File: src/hdl/ehf_pkg.sv
// shared constants, codes and queue entry type for the energy histogram filler
package ehf_pkg;

   // field widths
   localparam int VAL_W    = 16;
   localparam int BIN_IN_W = 10;
   localparam int SEL_W    = 2;
   localparam int COUNT_W  = 32;

   // binning set-up
   localparam int NUM_BINS           = 1000;
   localparam int ENERGY_RANGE       = 16000;
   localparam int LOSS_RANGE_TWO_DIM = 7000;

   // histogram geometry: underflow, regular bins, overflow
   localparam int ROW_LEN  = NUM_BINS + 2;
   localparam int BIN_W    = $clog2(ROW_LEN);
   localparam int DEPTH_2D = ROW_LEN * ROW_LEN;
   localparam int ADDR2_W  = $clog2(DEPTH_2D);

   // width of value * NUM_BINS
   localparam int PROD_W = VAL_W + $clog2(NUM_BINS + 1);

   // queue between front and back
   localparam int QUEUE_DEPTH = 4;
   localparam int QPTR_W      = $clog2(QUEUE_DEPTH);

   // action codes
   localparam logic ACT_FILL = 1'b0;
   localparam logic ACT_READ = 1'b1;

   // histogram select codes
   localparam logic [SEL_W-1:0] SEL_LOSS    = 2'd0;
   localparam logic [SEL_W-1:0] SEL_ENERGY  = 2'd1;
   localparam logic [SEL_W-1:0] SEL_TWO_DIM = 2'd2;

   // classified command handed from front to back
   typedef struct packed {
      logic               action;
      logic [SEL_W-1:0]   sel;
      logic               rd_ok;
      logic [BIN_W-1:0]   addr_loss;
      logic [BIN_W-1:0]   addr_en;
      logic [ADDR2_W-1:0] addr_2d;
   } cmd_type;

endpackage

File: src/hdl/ehf_front.sv
// front part: accepts items, works out bins and counter addresses
module ehf_front
   import ehf_pkg::*;
(
   input  logic                clock,
   input  logic                reset,
   input  logic                req_valid,
   output logic                req_stall,
   input  logic                req_action,
   input  logic [VAL_W-1:0]    req_energy_loss,
   input  logic [VAL_W-1:0]    req_energy,
   input  logic [SEL_W-1:0]    req_hist_select,
   input  logic [BIN_IN_W-1:0] req_read_bin_x,
   input  logic [BIN_IN_W-1:0] req_read_bin_y,
   input  logic                hold,
   input  logic                q_full,
   output logic                push,
   output cmd_type             entry
);

   // reciprocals for division by the ranges
   localparam int     MUL_W   = 2 * PROD_W;
   localparam longint RECIP_E = (longint'(1) << PROD_W) / ENERGY_RANGE;
   localparam longint RECIP_Y = (longint'(1) << PROD_W) / LOSS_RANGE_TWO_DIM;

   // one correction step after the reciprocal estimate, then the shift past the underflow bin or the overflow bin
   function automatic logic [BIN_W-1:0] fix_bin(
      input logic              ovf,
      input logic [BIN_W-1:0]  q0,
      input logic [PROD_W-1:0] prod,
      input logic [PROD_W-1:0] range_v
   );
      logic [PROD_W-1:0] rem;
      logic [BIN_W-1:0]  q;
      rem = prod - PROD_W'(q0) * range_v;
      q = (rem >= range_v) ? q0 + BIN_W'(1) : q0;
      fix_bin = ovf ? BIN_W'(NUM_BINS + 1) : q + BIN_W'(1);
   endfunction

   logic adv;
   logic accept;

   // stage 1 registers
   logic                s1_valid_ff;
   logic                s1_action_ff;
   logic [SEL_W-1:0]    s1_sel_ff;
   logic [BIN_IN_W-1:0] s1_bx_ff;
   logic [BIN_IN_W-1:0] s1_by_ff;
   logic                s1_rd_ok_ff;
   logic [PROD_W-1:0]   s1_prod_loss_ff;
   logic [PROD_W-1:0]   s1_prod_en_ff;
   logic                s1_ovf_loss_ff;
   logic                s1_ovf_en_ff;
   logic                s1_ovf_y_ff;

   // stage 2 registers
   logic                s2_valid_ff;
   logic                s2_action_ff;
   logic [SEL_W-1:0]    s2_sel_ff;
   logic [BIN_IN_W-1:0] s2_bx_ff;
   logic [BIN_IN_W-1:0] s2_by_ff;
   logic                s2_rd_ok_ff;
   logic [PROD_W-1:0]   s2_prod_loss_ff;
   logic [PROD_W-1:0]   s2_prod_en_ff;
   logic                s2_ovf_loss_ff;
   logic                s2_ovf_en_ff;
   logic                s2_ovf_y_ff;
   logic [BIN_W-1:0]    s2_q_loss_ff;
   logic [BIN_W-1:0]    s2_q_en_ff;
   logic [BIN_W-1:0]    s2_q_y_ff;

   // stage 3 registers
   logic                s3_valid_ff;
   logic                s3_action_ff;
   logic [SEL_W-1:0]    s3_sel_ff;
   logic [BIN_IN_W-1:0] s3_bx_ff;
   logic [BIN_IN_W-1:0] s3_by_ff;
   logic                s3_rd_ok_ff;
   logic [BIN_W-1:0]    s3_b_loss_ff;
   logic [BIN_W-1:0]    s3_b_en_ff;
   logic [BIN_W-1:0]    s3_b_y_ff;

   // stage 4 registers, the entry offered to the queue
   logic                s4_valid_ff;
   cmd_type             s4_entry_ff;

   logic [BIN_W-1:0]    x_sel;
   logic [BIN_W-1:0]    y_sel;
   logic                rd_ok_in;

   // pipeline moves as a whole unless the last entry is blocked
   assign adv       = !s4_valid_ff || !q_full;
   assign req_stall = !adv || hold;
   assign accept    = req_valid && !req_stall;
   assign push      = s4_valid_ff && !q_full;
   assign entry     = s4_entry_ff;

   // read address check
   always_comb begin
      case (req_hist_select)
         SEL_LOSS:    rd_ok_in = 32'(req_read_bin_x) < ROW_LEN;
         SEL_ENERGY:  rd_ok_in = 32'(req_read_bin_x) < ROW_LEN;
         SEL_TWO_DIM: rd_ok_in = (32'(req_read_bin_x) < ROW_LEN)
                                 && (32'(req_read_bin_y) < ROW_LEN);
         default:     rd_ok_in = 1'b0;
      endcase
   end

   // x and y bins for the 2d address, from the read or from the fill
   always_comb begin
      if (s3_action_ff == ACT_READ) begin
         x_sel = BIN_W'(s3_bx_ff);
         y_sel = BIN_W'(s3_by_ff);
      end else begin
         x_sel = s3_b_en_ff;
         y_sel = s3_b_y_ff;
      end
   end

   // valid chain
   always_ff @(posedge clock) begin
      if (reset) begin
         s1_valid_ff <= 1'b0;
         s2_valid_ff <= 1'b0;
         s3_valid_ff <= 1'b0;
         s4_valid_ff <= 1'b0;
      end else if (adv) begin
         s1_valid_ff <= accept;
         s2_valid_ff <= s1_valid_ff;
         s3_valid_ff <= s2_valid_ff;
         s4_valid_ff <= s3_valid_ff;
      end
   end

   // payload stages
   always_ff @(posedge clock) begin
      if (adv) begin
         // scale by bin count and flag overflow
         s1_action_ff    <= req_action;
         s1_sel_ff       <= req_hist_select;
         s1_bx_ff        <= req_read_bin_x;
         s1_by_ff        <= req_read_bin_y;
         s1_rd_ok_ff     <= rd_ok_in;
         s1_prod_loss_ff <= PROD_W'(req_energy_loss) * PROD_W'(NUM_BINS);
         s1_prod_en_ff   <= PROD_W'(req_energy) * PROD_W'(NUM_BINS);
         s1_ovf_loss_ff  <= req_energy_loss >= VAL_W'(ENERGY_RANGE);
         s1_ovf_en_ff    <= req_energy >= VAL_W'(ENERGY_RANGE);
         s1_ovf_y_ff     <= req_energy_loss >= VAL_W'(LOSS_RANGE_TWO_DIM);

         // reciprocal estimates, low by at most one
         s2_action_ff    <= s1_action_ff;
         s2_sel_ff       <= s1_sel_ff;
         s2_bx_ff        <= s1_bx_ff;
         s2_by_ff        <= s1_by_ff;
         s2_rd_ok_ff     <= s1_rd_ok_ff;
         s2_prod_loss_ff <= s1_prod_loss_ff;
         s2_prod_en_ff   <= s1_prod_en_ff;
         s2_ovf_loss_ff  <= s1_ovf_loss_ff;
         s2_ovf_en_ff    <= s1_ovf_en_ff;
         s2_ovf_y_ff     <= s1_ovf_y_ff;
         s2_q_loss_ff    <= BIN_W'((MUL_W'(s1_prod_loss_ff) * MUL_W'(RECIP_E)) >> PROD_W);
         s2_q_en_ff      <= BIN_W'((MUL_W'(s1_prod_en_ff) * MUL_W'(RECIP_E)) >> PROD_W);
         s2_q_y_ff       <= BIN_W'((MUL_W'(s1_prod_loss_ff) * MUL_W'(RECIP_Y)) >> PROD_W);

         // corrected bins
         s3_action_ff    <= s2_action_ff;
         s3_sel_ff       <= s2_sel_ff;
         s3_bx_ff        <= s2_bx_ff;
         s3_by_ff        <= s2_by_ff;
         s3_rd_ok_ff     <= s2_rd_ok_ff;
         s3_b_loss_ff    <= fix_bin(s2_ovf_loss_ff, s2_q_loss_ff, s2_prod_loss_ff,
                                    PROD_W'(ENERGY_RANGE));
         s3_b_en_ff      <= fix_bin(s2_ovf_en_ff, s2_q_en_ff, s2_prod_en_ff,
                                    PROD_W'(ENERGY_RANGE));
         s3_b_y_ff       <= fix_bin(s2_ovf_y_ff, s2_q_y_ff, s2_prod_loss_ff,
                                    PROD_W'(LOSS_RANGE_TWO_DIM));

         // counter addresses
         s4_entry_ff.action    <= s3_action_ff;
         s4_entry_ff.sel       <= s3_sel_ff;
         s4_entry_ff.rd_ok     <= s3_rd_ok_ff;
         s4_entry_ff.addr_loss <= (s3_action_ff == ACT_READ) ? BIN_W'(s3_bx_ff)
                                                             : s3_b_loss_ff;
         s4_entry_ff.addr_en   <= (s3_action_ff == ACT_READ) ? BIN_W'(s3_bx_ff)
                                                             : s3_b_en_ff;
         s4_entry_ff.addr_2d   <= ADDR2_W'(ADDR2_W'(y_sel) * ADDR2_W'(ROW_LEN)
                                           + ADDR2_W'(x_sel));
      end
   end

endmodule

File: config.mk
export PLATFORM = sky130hd
export DESIGN_NAME = ehf_front
export DESIGN_NICKNAME = d
export VERILOG_FILES = /design/src/hdl/ehf_pkg.sv /design/src/hdl/ehf_front.sv
export SDC_FILE = /design/constraint.sdc
export NUM_CORES = 2
export LEC_CHECK = 0
export BUFFER_PORTS_ARGS = -buffer_cell sky130_fd_sc_hd__buf_2
export CAP_MARGIN = 20
export CORE_MARGIN = 8
export CORE_UTILIZATION = 65
export CTS_BUF_LIST = sky130_fd_sc_hd__clkbuf_4
export CTS_CLUSTER_DIAMETER = 200
export DETAILED_ROUTE_END_ITERATION = 7
export PLACE_DENSITY = 0.9
export SYNTH_ARGS = -nofsm -noshare
export SYNTH_HDL_FRONTEND = slang
export SYNTH_SLANG_ARGS = --single-unit
File: constraint.sdc
create_clock -name clock -period 23.5 [get_ports clock]
set_input_delay 1.175 -clock clock [delete_from_list [all_inputs] [get_ports clock]]
set_output_delay 1.175 -clock clock [all_outputs]
set_load 0.05 [all_outputs]
==> impl_metrics.env <==
export IMPL_outcome="complete, no violations"
export IMPL_grt_start_max_net_pins=160
export IMPL_num_vias=25700
export IMPL_cp_data_arrival_time_ns=9.90
export IMPL_start_kind="flip-flop"
export IMPL_io_pin_count=106
export IMPL_clkTransAtPathRegs_ns=0.07
export IMPL_cts_sinks=273
export IMPL_cp_end_kind="flip-flop"
export IMPL_utilization_pct=70.1
export IMPL_root_buffer="clkbuf_4"
export IMPL_wl_microns=79000
export IMPL_critPathKind="flip-flop to flip-flop"
export IMPL_cp_top_family="adder cells"
export IMPL_tightest_slew_ns=0.894
export IMPL_vias_per_cell=5.80
export IMPL_area_growth_pct=6.45
export IMPL_drc=0
export IMPL_period_share_pct=39.6
export IMPL_rsz0062_at_grt="no"
export IMPL_cts_hold_buf=0
export IMPL_grt_antenna_before_repair=3
export IMPL_htreeDepth=3
export IMPL_avgRoutedWirePerCell_microns=17.8
export IMPL_setup_slack_ns=14.19
export IMPL_synth_enable_flop_cells=269
export IMPL_grt_pass1_wl_microns=132000
export IMPL_synth_ff_type="edfxtp_1"
export IMPL_cts_buffer_depth=3
export IMPL_yosysTopAreaCellShare_pct=25.2
export IMPL_synth_most_common_cell="inv_1"
export IMPL_path_max_fanout=9
export IMPL_yosys_area_top_type="ha_1"
export IMPL_synth_cells_most_frequent="inv_1 (796), ha_1 (733), fa_1 (397)"
export IMPL_initial_core_util_pct=65.9
export IMPL_dp_hpwl_microns=63500
export IMPL_slew_viol_final=0
export IMPL_crit_path_max_incr_delay_ns=0.61
export IMPL_pre_cts_ws_ns=14.33
export IMPL_grt_pass1_vias=27500
export IMPL_cp_common_cell="fa_1"
export IMPL_synth_nets=4660
export IMPL_ys_seq_elements=273
export IMPL_synth_seq_area_share_pct=22.4
export IMPL_die_area_sq_um=63800
export IMPL_nets=4822
export IMPL_die_y_microns=252
export IMPL_layout_cells_non_filler=4433
export IMPL_cts_tree="yes"
export IMPL_cts_setup_buffers=0
export IMPL_finalHoldViolations=0
export IMPL_worst_clock_skew_ns=0.108
export IMPL_drv_cap=0
export IMPL_cts_resized=0
export IMPL_die_w_microns=252
export IMPL_track_usage_pct=25.3
export IMPL_grt_overflow_total=0
export IMPL_max_slew_margin_pct=40.4
export IMPL_synth_area_leaders="ha_1 (25%), edfxtp_1 (22%), fa_1 (22%), inv_1 (8.2%), xnor2_1 (3.6%)"
export IMPL_cts_made_buffers=72
export IMPL_dr_pass1_iters=8
export IMPL_dr_first_iter_drc_count=1585
export IMPL_core_area_sq_um=55200
export IMPL_min_period_ns=9.31
export IMPL_gp_congestion=0.929
export IMPL_cp_required_ns=24.09
export IMPL_tns_ns=0
export IMPL_post_place_cells=4306
export IMPL_critPathBufInv=3
export IMPL_hp_class="flip-flop to flip-flop"
export IMPL_yosys_warnings=0
export IMPL_syn_area_sq_um=36400
export IMPL_synth_area_per_cell_sq_um=10.5
export IMPL_timing_fmax_ghz=0.107
export IMPL_synth_async_sr_flop_share_pct=0
export IMPL_portBuffers=105
export IMPL_synth_cell_types=100
export IMPL_clkLatencyLatePin_ns=0.84
export IMPL_finalSetupViolations=0
export IMPL_slowest_stage="edfxtp_1"
export IMPL_antenna_left=0
export IMPL_drive_above_1_share_pct=7.14
export IMPL_row_count=86
export IMPL_synthCells=3470
-- final cells by class --
| class | instances | area, sq um |
|---|---|---|
| clock buffer | 92 | 691 |
| inverter | 796 | 2990 |
| antenna | 3 | 7.51 |
| sequential | 273 | 8160 |
| tap | 748 | 936 |
| clock inverter | 32 | 223 |
| timing repair buffer | 108 | 561 |
| fill | 3615 | 16500 |
| multi-input combinational | 2381 | 25100 |
-- per-layer routing --
| layer | GRT usage (%) | wire length [microns] |
|---|---|---|
| met5 | 0 | 0 |
| met4 | 12.0 | 3550 |
| met3 | 3.57 | 4580 |
| met2 | 44.5 | 39100 |
| met1 | 30.6 | 31800 |
-- registers in the layout, summed over array words and instances, names as in the netlist, 2 cells and up --
signal           flops
entry               43
s1_bx_ff            10
s1_by_ff            10
s1_prod_en_ff       23
s1_prod_loss_ff     23
s1_sel_ff            2
s2_bx_ff            10
s2_by_ff            10
s2_prod_en_ff       19
s2_prod_loss_ff     23
s2_q_en_ff          10
s2_q_loss_ff        10
s2_q_y_ff           10
s2_sel_ff            2
s3_b_en_ff          10
s3_b_loss_ff        10
s3_b_y_ff           10
s3_bx_ff            10
s3_by_ff            10
s3_sel_ff            2
-- metrics by stage --
step / instance area (sq um) / hold slack [ns]
final: 38700 / 0.411
after global routing: 38700 / 0.421
after CTS: 38700 / 0.408
after detailed placement: 37800 / 0.405
after global placement: 37800 / 0.401
after floorplan: 36400 / 0.400
-- cell usage in the layout (no fill, tap or decap), types with 7 or more instances in the layout --
cell / synthesis / final
a21oi_1: 131 / 131
xnor2_1: 149 / 149
xor2_1: 52 / 52
mux2_2: 10 / 10
a41o_1: 7 / 7
nand2b_1: 25 / 25
a31oi_1: 24 / 24
and2_1: 16 / 16
clkbuf_4: 0 / 92
a21boi_0: 8 / 8
mux2i_1: 14 / 14
or3_1: 7 / 7
o21a_1: 28 / 28
ha_1: 733 / 733
nor4_1: 7 / 7
nand4_1: 21 / 21
o211ai_1: 12 / 12
a211o_1: 7 / 7
fa_1: 397 / 397
nand2_1: 127 / 126
inv_1: 796 / 796
o21bai_1: 20 / 20
a211oi_1: 11 / 11
and3_1: 15 / 15
clkinv_1: 0 / 20
nor2b_1: 31 / 31
nor2_1: 137 / 137
buf_2: 2 / 105
nor3_1: 55 / 55
o2111ai_1: 10 / 10
a21o_1: 42 / 42
nand3_1: 44 / 44
o21ai_0: 106 / 106
edfxtp_1: 269 / 269
-- logic make-up after synthesis --
logic type | after synthesis | share of synthesized area, %
adders and majority gates | 1130 | 47.1
buffers and inverters | 816 | 8.44
and+or+nand+nor | 529 | 7.28
DFF | 273 | 22.4
muxes | 27 | 0.798
AOI/OAI and AO/OA | 490 | 8.88
xor gates and xnor gates | 205 | 5.07
-- final timing paths --
path,startpoint,endpoint,slack [ns],depth (start not counted)
max,s2_q_loss_ff[2]$_DFFE_PN_,s3_b_loss_ff[4]$_SDFFCE_PP0N_,14.19,35
min,s2_bx_ff[6]$_DFFE_PN_,s3_bx_ff[6]$_DFFE_PN_,0.41,0
max reg2reg,s2_q_loss_ff[2]$_DFFE_PN_,s3_b_loss_ff[4]$_SDFFCE_PP0N_,14.19,35
min reg2reg,s2_bx_ff[6]$_DFFE_PN_,s3_bx_ff[6]$_DFFE_PN_,0.41,0
Power is not shown: default switching activity piles up to over one toggle a cycle in this logic, so the estimate is an artifact.
