File: src/hdl/ehf_pkg.sv
// shared constants, codes and queue entry type for the energy histogram filler
package ehf_pkg;

   // field widths
   localparam int VAL_W    = 16;
   localparam int BIN_IN_W = 10;
   localparam int SEL_W    = 2;
   localparam int COUNT_W  = 32;

   // binning set-up
   localparam int NUM_BINS           = 1000;
   localparam int ENERGY_RANGE       = 16000;
   localparam int LOSS_RANGE_TWO_DIM = 7000;

   // histogram geometry: underflow, regular bins, overflow
   localparam int ROW_LEN  = NUM_BINS + 2;
   localparam int BIN_W    = $clog2(ROW_LEN);
   localparam int DEPTH_2D = ROW_LEN * ROW_LEN;
   localparam int ADDR2_W  = $clog2(DEPTH_2D);

   // width of value * NUM_BINS
   localparam int PROD_W = VAL_W + $clog2(NUM_BINS + 1);

   // queue between front and back
   localparam int QUEUE_DEPTH = 4;
   localparam int QPTR_W      = $clog2(QUEUE_DEPTH);

   // action codes
   localparam logic ACT_FILL = 1'b0;
   localparam logic ACT_READ = 1'b1;

   // histogram select codes
   localparam logic [SEL_W-1:0] SEL_LOSS    = 2'd0;
   localparam logic [SEL_W-1:0] SEL_ENERGY  = 2'd1;
   localparam logic [SEL_W-1:0] SEL_TWO_DIM = 2'd2;

   // classified command handed from front to back
   typedef struct packed {
      logic               action;
      logic [SEL_W-1:0]   sel;
      logic               rd_ok;
      logic [BIN_W-1:0]   addr_loss;
      logic [BIN_W-1:0]   addr_en;
      logic [ADDR2_W-1:0] addr_2d;
   } cmd_type;

endpackage

File: src/hdl/ehf_queue.sv
// short command queue between front and back
module ehf_queue
   import ehf_pkg::*;
(
   input  logic    clock,
   input  logic    reset,
   input  logic    push,
   input  cmd_type entry_in,
   input  logic    pop,
   output logic    full,
   output logic    valid,
   output cmd_type head
);

   cmd_type           slot_ff [QUEUE_DEPTH];
   logic [QPTR_W-1:0] wr_ptr_ff;
   logic [QPTR_W-1:0] rd_ptr_ff;
   logic [QPTR_W:0]   fill_ff;
   logic              do_push;
   logic              do_pop;

   assign full    = fill_ff == (QPTR_W + 1)'(QUEUE_DEPTH);
   assign valid   = fill_ff != '0;
   assign head    = slot_ff[rd_ptr_ff];
   assign do_push = push && !full;
   assign do_pop  = pop && valid;

   // pointers and fill level
   always_ff @(posedge clock) begin
      if (reset) begin
         wr_ptr_ff <= '0;
         rd_ptr_ff <= '0;
         fill_ff   <= '0;
      end else begin
         if (do_push) begin
            wr_ptr_ff <= wr_ptr_ff + QPTR_W'(1);
         end
         if (do_pop) begin
            rd_ptr_ff <= rd_ptr_ff + QPTR_W'(1);
         end
         case ({do_push, do_pop})
            2'b10:   fill_ff <= fill_ff + (QPTR_W + 1)'(1);
            2'b01:   fill_ff <= fill_ff - (QPTR_W + 1)'(1);
            default: fill_ff <= fill_ff;
         endcase
      end
   end

   // storage
   always_ff @(posedge clock) begin
      if (do_push) begin
         slot_ff[wr_ptr_ff] <= entry_in;
      end
   end

endmodule

File: config.mk
export PLATFORM = sky130hd
export DESIGN_NAME = ehf_queue
export DESIGN_NICKNAME = d
export VERILOG_FILES = /design/src/hdl/ehf_pkg.sv /design/src/hdl/ehf_queue.sv
export SDC_FILE = /design/constraint.sdc
export NUM_CORES = 1
export LEC_CHECK = 0
export CAP_MARGIN = 25
export CORE_MARGIN = 5
export CORE_UTILIZATION = 45
export CTS_BUF_LIST = sky130_fd_sc_hd__clkbuf_4
export CTS_CLUSTER_SIZE = 30
export DETAILED_ROUTE_END_ITERATION = 7
export DONT_BUFFER_PORTS = 1
export GPL_TIMING_DRIVEN = 0
export HOLD_SLACK_MARGIN = 0.15
export PLACE_DENSITY = 0.73
export REMOVE_ABC_BUFFERS = 1
export SKIP_LAST_GASP = 1
export SYNTH_ARGS = -nofsm -noshare
export SYNTH_HDL_FRONTEND = slang
export SYNTH_SLANG_ARGS = --single-unit
File: constraint.sdc
create_clock -name clock -period 2.04 [get_ports clock]
set_input_delay 0.204 -clock clock [delete_from_list [all_inputs] [get_ports clock]]
set_output_delay 0.204 -clock clock [all_outputs]
set_load 0.005 [all_outputs]
==> flow_summary.json, run 1 <==
{
  "run_status": "finished, violations left",
  "failed_checks": "setup timing",
  "synth_area_per_cell_um2": 24.4,
  "critical_path_peak_fanout": 3,
  "pwr_density_cell_nw_per_um2": 1100,
  "max-clock-path-buffers": 2,
  "seq_power_share_pct": 52.2,
  "critical_register_to_register_path_startpoint": "fill_ff[1]",
  "p_sw_share_pct": 26.1,
  "start_util_pct": 45.6,
  "post-route-min-period_ns": 2.07,
  "finalHoldViolCount": 0,
  "seq_area_frac_synth_pct": 79.4,
  "placementRows": 45,
  "cts.reportedPaths.clkPinSlew_ns": 0.14,
  "yosysTopAreaCell": "sky130_fd_sc_hd__edfxtp_1",
  "worst_r2r_endpoint": "fill_ff[2]",
  "globalRouteOverflowTotal": 0,
  "fp.dieW_um": 134,
  "vias": 2966,
  "all_layer_global_routing_usage_pct": 14.4,
  "num_ports": 94,
  "critical_path.startpoint": "fill_ff[1]",
  "setup_slack_ns": -0.0301,
  "netlist_area_um2": 6880,
  "cp_data_arrival_time_ns": 2.55,
  "final_min_period_over_clock_period_pct": 101,
  "critPathLaunchType": "register",
  "drt_wl_total_um": 12500,
  "net-switching-power_uw": 2340,
  "comb_power_share_pct": 25.8,
  "total_leakage_power_uw": 0.00256,
  "dp_hpwl_um": 7080,
  "hold_class": "input pin to register",
  "wl_per_cell_um": 22.4,
  "placement.cell_area_um2": 7140,
  "numPlacedInstances": 465,
  "place_congestion": 0.717,
  "drtAntennaViolNets": 0,
  "layout_common_cells": "sky130_fd_sc_hd__edfxtp_1, sky130_fd_sc_hd__dlygate4sd3_1, sky130_fd_sc_hd__mux4_2",
  "timing_worst_setup_path_type": "register to register",
  "global_route_wire_length_before_repair_um": 18500,
  "finalPower_uw": 8970,
  "layoutNonFillerInstCount": 558,
  "cts.sink_count": 185,
  "met2RoutedLength_um": 6540,
  "number_of_warning_messages_in_the_yosys_log": 0,
  "number_of_pins_exceeding_their_max_slew_limit_in_the_final_report": 0,
  "remaining_drc_errors": 0,
  "design.die.area_um2": 17900,
  "vdd_ir_drop_max_mv": 0.668,
  "antenna_found_initial": 0,
  "cts-htree-levels": 4,
  "post-synth-top-area-fraction_pct": 76.8,
  "met3_routed_wirelength_um": 658,
  "power_report.internal_total_uw": 6630,
  "post_drt_via_cell_ratio": 5.32,
  "layout_filler_cell_count": 1166,
  "synthToLayoutAreaGrowth_pct": 18.1,
  "core-area_um2": 15100,
  "cp_data_required_time_ns": 2.52,
  "antenna_cells_inserted": 0,
  "worst_clock_skew_ns": 0.0129,
  "cts_inserted_buffers": 17,
  "worst_pin_slew_ns": 0.647,
  "reg2regPathDepth": 9,
  "report.final.setup_viol": 1,
  "root_buffer": "sky130_fd_sc_hd__clkbuf_4",
  "max-slew-margin-rel_pct": 56.9,
  "post_route_cells_drive_above_1_share_pct": 29.2,
  "synth_top_cells_by_area": "sky130_fd_sc_hd__edfxtp_1, sky130_fd_sc_hd__mux4_2, sky130_fd_sc_hd__dfxtp_1",
  "rsz_0062_raised_after_global_routing": "true",
  "grt_max_degree": 28,
  "port_buffers": 0,
  "postSynthRegisterBits": 185,
  "top_signal_layer_used": "met4",
  "power.clock.fraction_pct": 22.0,
  "termination_of_the_worst_setup_path": "fill_ff[2]",
  "cap_viol_max_count": 0,
  "latest_clock_arrival_within_the_worst_skew_pair_ns": 0.54,
  "nets": 413,
  "synth_cell_type_count": 24,
  "fmaxAchievable_mhz": 483,
  "synthCells": 282,
  "grt_pass1_vias": 3151,
  "endpoint_kind": "register",
  "timing.reg2reg.setup_slack_ns": -0.03,
  "first_pass_iters": 6,
  "most_common_library_cell_in_the_layout_ignoring_fill_and_taps": "sky130_fd_sc_hd__edfxtp_1",
  "tritoncts": "yes",
  "dr.first_iter.drc_count": 165,
  "met1_length_um": 5100,
  "die_h_um": 134,
  "post-route-cell-area_um2": 8130
}
per-stage QoR:
step / hold WS [ns] / utilization [%] / setup WS [ns] / setup TNS [ns]
2_1_floorplan: 0.273 / - / -0.756 / -65.54
3_3_place_gp: 0.275 / 46.4 / -1.70 / -275.48
3_5_place_dp: 0.275 / 47.3 / -0.266 / -2.64
4_1_cts: 0.270 / 53.3 / -0.0399 / -0.320
5_1_grt: 0.289 / 53.9 / -0.162 / -1.82
6_report: 0.355 / 53.9 / -0.0301 / -0.0301
registers in the layout, indices dropped and copies added (netlist names), named ones only:
register	flops
fill_ff	3
rd_ptr_ff	2
slot_ff	176
wr_ptr_ff	2
timing repair:
action / CTS / global route
hold endpoints to repair: 185 / 0
hold buffers: 47 / 0
gates resized for setup: 14 / 4
setup buffers: 7 / 5
endpoints found under the setup margin: 142 / 20
cloned: 2 / 2
pin swaps: 3 / 1
metal layers:
metal  vias up  track usage [%]
met4         0             6.29
met1      1541             17.1
li1       1336                -
met2        78             24.3
met3        11             4.53
met5         -                0
worst min path at each step:
stage	startpoint	end	slack, ns	depth (start not counted)
2_1_floorplan	reset	fill_ff[2]	0.27	1
3_3_place_gp	reset	fill_ff[2]	0.27	1
6_report	entry_in[22]	slot_ff[3][22]	0.35	1
5_1_grt	entry_in[27]	slot_ff[0][27]	0.29	1
3_5_place_dp	reset	register	0.27	1
4_1_cts	entry_in[5]	slot_ff[2][5]	0.27	1
cell families after synthesis:
family,after synthesis,share of synthesized area (%)
flops,185,79.4
mux,45,14.8
buf+inv,18,2.13
simple gates,17,1.38
compound gates,7,0.618
fa+ha+maj,6,1.20
xor+xnor,4,0.509
layout make-up:
cell class / instances / area, um2 / area share [%]
clock inverter: 13 / 155 / 1.91
inverter: 7 / 26.3 / 0.323
sequential: 185 / 5480 / 67.4
clock buffer: 17 / 128 / 1.57
tap: 188 / 235 / 2.89
timing repair buffer: 69 / 822 / 10.1
multi-input combinational: 79 / 1280 / 15.8
worst max-delay path, stage by stage, from the launching register on:
cell                      delay, ns
sky130_fd_sc_hd__dfxtp_4       0.39
sky130_fd_sc_hd__buf_4         0.12
sky130_fd_sc_hd__buf_4         0.10
sky130_fd_sc_hd__o31a_1        0.19
sky130_fd_sc_hd__ha_2          0.20
sky130_fd_sc_hd__inv_1         0.05
sky130_fd_sc_hd__fa_2          0.33
sky130_fd_sc_hd__xor2_1        0.16
sky130_fd_sc_hd__or3_1         0.34
sky130_fd_sc_hd__a21oi_2       0.13
cell usage after synthesis, drive strengths merged:
cell type,instances
a21oi,3
and2,4
buf,10
clkbuf,1
dfxtp,9
edfxtp,176
fa,1
ha,5
inv,7
mux2i,1
mux4,44
nand2b,2
nor2,7
nor3b,1
o21ai,2
o311ai,1
o31a,1
or3,3
xnor2,1
xor2,3
power by group through the flow:
stage               sequential, uW  clock (uW)  combinational, uW
detailed placement            4860           0               1670
global placement              5020           0               1300
floorplan                     4910           0               1090
finish                        4680        1970               2310
global route                  4710        2220               2490
CTS                           4680        2060               2190
No activity file was read; power rests on OpenSTA's default activity.
==> run 2: changes to the inputs <==
Settings changed: ABC_AREA set to 1.
==> flow_summary.json, run 2 <==
{
  "nets": 602,
  "post_drt_via_cell_ratio": 5.51,
  "grt_pass1_vias": 4483,
  "synthCells": 494,
  "placementRows": 45,
  "top_register": "slot_ff",
  "postSynthRegisterBits": 185,
  "root_buffer": "sky130_fd_sc_hd__clkbuf_4",
  "failed_checks": "setup timing",
  "pwr_density_cell_nw_per_um2": 1030,
  "ys_top_cells_by_count": "sky130_fd_sc_hd__edfxtp_1, sky130_fd_sc_hd__nor2_1, sky130_fd_sc_hd__o21ai_0",
  "latest_clock_arrival_within_the_worst_skew_pair_ns": 0.53,
  "timing.reg2reg.setup_slack_ns": -0.008,
  "die_h_um": 136,
  "post_route_cells_drive_above_1_share_pct": 12.3,
  "worst_hold_slack_ns": 0.357,
  "global_route_wire_length_before_repair_um": 24200,
  "synthFlopType": "sky130_fd_sc_hd__edfxtp_1",
  "fmaxAchievable_mhz": 488,
  "hold_class": "input pin to register",
  "number_of_stages_on_the_worst_hold_path": 1,
  "run_status": "finished, violations left",
  "post-route-min-period_ns": 2.05,
  "first_pass_iters": 4,
  "dp_hpwl_um": 7890,
  "cts_inserted_buffers": 17,
  "finalHoldViolCount": 0,
  "antenna_cells_inserted": 0,
  "critical_register_to_register_path_startpoint": "fill_ff[1]",
  "worst_r2r_endpoint": "slot_ff[2][26]",
  "vdd_ir_drop_max_mv": 0.618,
  "yosys.cell_count.top_type": "sky130_fd_sc_hd__edfxtp_1",
  "wl_per_cell_um": 21.3,
  "cp_data_required_time_ns": 2.28,
  "layout_common_cells": "sky130_fd_sc_hd__edfxtp_1, sky130_fd_sc_hd__nor2_1, sky130_fd_sc_hd__o21ai_0",
  "worst_clock_skew_ns": 0.0127,
  "most_common_library_cell_in_the_layout_ignoring_fill_and_taps": "sky130_fd_sc_hd__edfxtp_1",
  "totalNegativeSetupSlack_ns": -0.0292,
  "cap_viol_max_count": 0,
  "globalRouteOverflowTotal": 0,
  "fp.dieW_um": 136,
  "all_layer_global_routing_usage_pct": 18.0,
  "cts.reportedPaths.clkPinSlew_ns": 0.13,
  "synth_enable_flop_cells": 176,
  "design.die.area_um2": 18400,
  "reg2regPathDepth": 5,
  "critical_path.startpoint": "fill_ff[1]",
  "cts.sink_count": 185,
  "seq_area_frac_synth_pct": 77.1,
  "rsz_0062_raised_after_global_routing": "true",
  "grt_max_degree": 89,
  "number_of_pins_exceeding_their_max_slew_limit_in_the_final_report": 0,
  "synth_top_cells_by_area": "sky130_fd_sc_hd__edfxtp_1, sky130_fd_sc_hd__o21ai_0, sky130_fd_sc_hd__nor2_1",
  "vias": 4248,
  "max-clock-path-buffers": 2,
  "endpoint_kind": "register",
  "place_congestion": 0.673,
  "dr.first_iter.drc_count": 292,
  "worst_pin_slew_ns": 0.821,
  "termination_of_the_worst_setup_path": "slot_ff[2][26]",
  "port_buffers": 0,
  "synth_area_per_cell_um2": 14.4,
  "post-synth-top-area-fraction_pct": 74.5,
  "num_ports": 94,
  "total_leakage_power_uw": 0.00270,
  "synthToLayoutAreaGrowth_pct": 16.0,
  "tritoncts": "yes",
  "layout_filler_cell_count": 1254,
  "final_min_period_over_clock_period_pct": 100,
  "number_of_warning_messages_in_the_yosys_log": 0,
  "yosysTopAreaCell": "sky130_fd_sc_hd__edfxtp_1",
  "setup_slack_ns": -0.00759,
  "start_util_pct": 46.3,
  "final_util_pct": 53.7,
  "cp_data_arrival_time_ns": 2.28,
  "largest_reg_flops": 176,
  "report.final.setup_viol": 7,
  "max-slew-margin-rel_pct": 45.1,
  "timing_worst_setup_path_type": "register to register",
  "synth_cell_type_count": 22,
  "core-area_um2": 15300,
  "netlist_area_um2": 7090,
  "largest_regs": "slot_ff x176, fill_ff x3",
  "antenna_found_initial": 0,
  "remaining_drc_errors": 0,
  "synth-async-reset-ratio_pct": 0,
  "cts-htree-levels": 4,
  "drtAntennaViolNets": 0,
  "drt_wl_total_um": 16400,
  "critPathLaunchType": "register",
  "critical_path_peak_fanout": 24
}
[run 2: cell types whose count changed after synthesis, moves of 5 or more]
cell	before	now
sky130_fd_sc_hd__o21ai_1	0	7
sky130_fd_sc_hd__nor2_1	7	88
sky130_fd_sc_hd__buf_2	4	18
sky130_fd_sc_hd__nand2_1	0	14
sky130_fd_sc_hd__o22ai_2	0	10
sky130_fd_sc_hd__inv_1	7	17
sky130_fd_sc_hd__o22ai_1	0	34
sky130_fd_sc_hd__nor2_2	0	10
sky130_fd_sc_hd__mux4_2	40	0
sky130_fd_sc_hd__nand3_1	0	5
sky130_fd_sc_hd__o21ai_0	2	83
[run 2: cell type report]
class	instances	area (um2)	share of cell area [%]
flip-flops and latches	185	5470	66.5
multi-input cells	263	1410	17.1
repair buffers	61	741	9.01
well taps	211	264	3.21
clock buffers	21	158	1.92
inverters	19	110	1.34
clock inverters	10	56.3	0.685
repair inverters	1	16.3	0.198
[run 2: kinds of logic after synthesis]
kind of cell	Yosys count	share of synthesized area (%)
buf+inv	46	3.56
compound gates	139	11.5
flops	185	77.1
fa+ha+maj	6	1.16
simple gates	118	6.72
[run 2: per-layer routing]
metal | up-vias | global-route usage (%) | share of wire [%]
met4 | 0 | 7.50 | 1.6
met1 | 2155 | 20.7 | 40
li1 | 1936 | - | -
met2 | 141 | 31.7 | 52
met5 | - | 0 | 0
met3 | 16 | 4.72 | 6.6
[run 2: timing repair]
| item | 4_1_cts | 5_1_grt |
|---|---|---|
| resized for setup | 8 | 4 |
| hold buffers | 48 | 0 |
| endpoints found under the setup margin | 141 | 114 |
| pin swaps | 1 | 1 |
| gates cloned | 0 | 1 |
| buffers inserted | 8 | 1 |
| endpoints found under the hold margin | 185 | 0 |
[run 2: through the flow]
step	cells	setup slack, ns	cell area [um2]	power [uW]
2_1_floorplan	467	-0.859	6910	5900
3_3_place_gp	678	-2.49	7180	6360
3_5_place_dp	682	-0.182	7290	6480
4_1_cts	769	-0.0985	8170	8520
5_1_grt	771	-0.161	8230	8990
6_report	771	-0.00759	8230	8510
[run 2: worst min-delay path by stage]
| stage | startpoint | end | slack, ns |
|---|---|---|---|
| 6_report | entry_in[18] | slot_ff[0][18] | 0.36 |
| 5_1_grt | entry_in[33] | slot_ff[1][33] | 0.28 |
| 4_1_cts | entry_in[32] | slot_ff[0][32] | 0.28 |
| 3_5_place_dp | reset | wr_ptr_ff[1] | 0.28 |
| 3_3_place_gp | reset | wr_ptr_ff[1] | 0.28 |
| 2_1_floorplan | reset | wr_ptr_ff[0] | 0.27 |
[run 2: worst max-delay path: stages (launching register included)]
cell and delay, ns:
sky130_fd_sc_hd__dfxtp_1 0.39, sky130_fd_sc_hd__nor2_1 0.08, sky130_fd_sc_hd__nand2_1 0.17, sky130_fd_sc_hd__nand2_4 0.15, sky130_fd_sc_hd__nor2_4 0.65, sky130_fd_sc_hd__buf_12 0.29
[run 2: power breakdown]
part	switching, uW	total, uW	leakage [uW]	internal, uW
registers	123	4630	0.00169	4510
logic	1530	2260	0.000897	730
clock network	1100	1610	0.000117	511
total	2760	8510	0.00270	5750
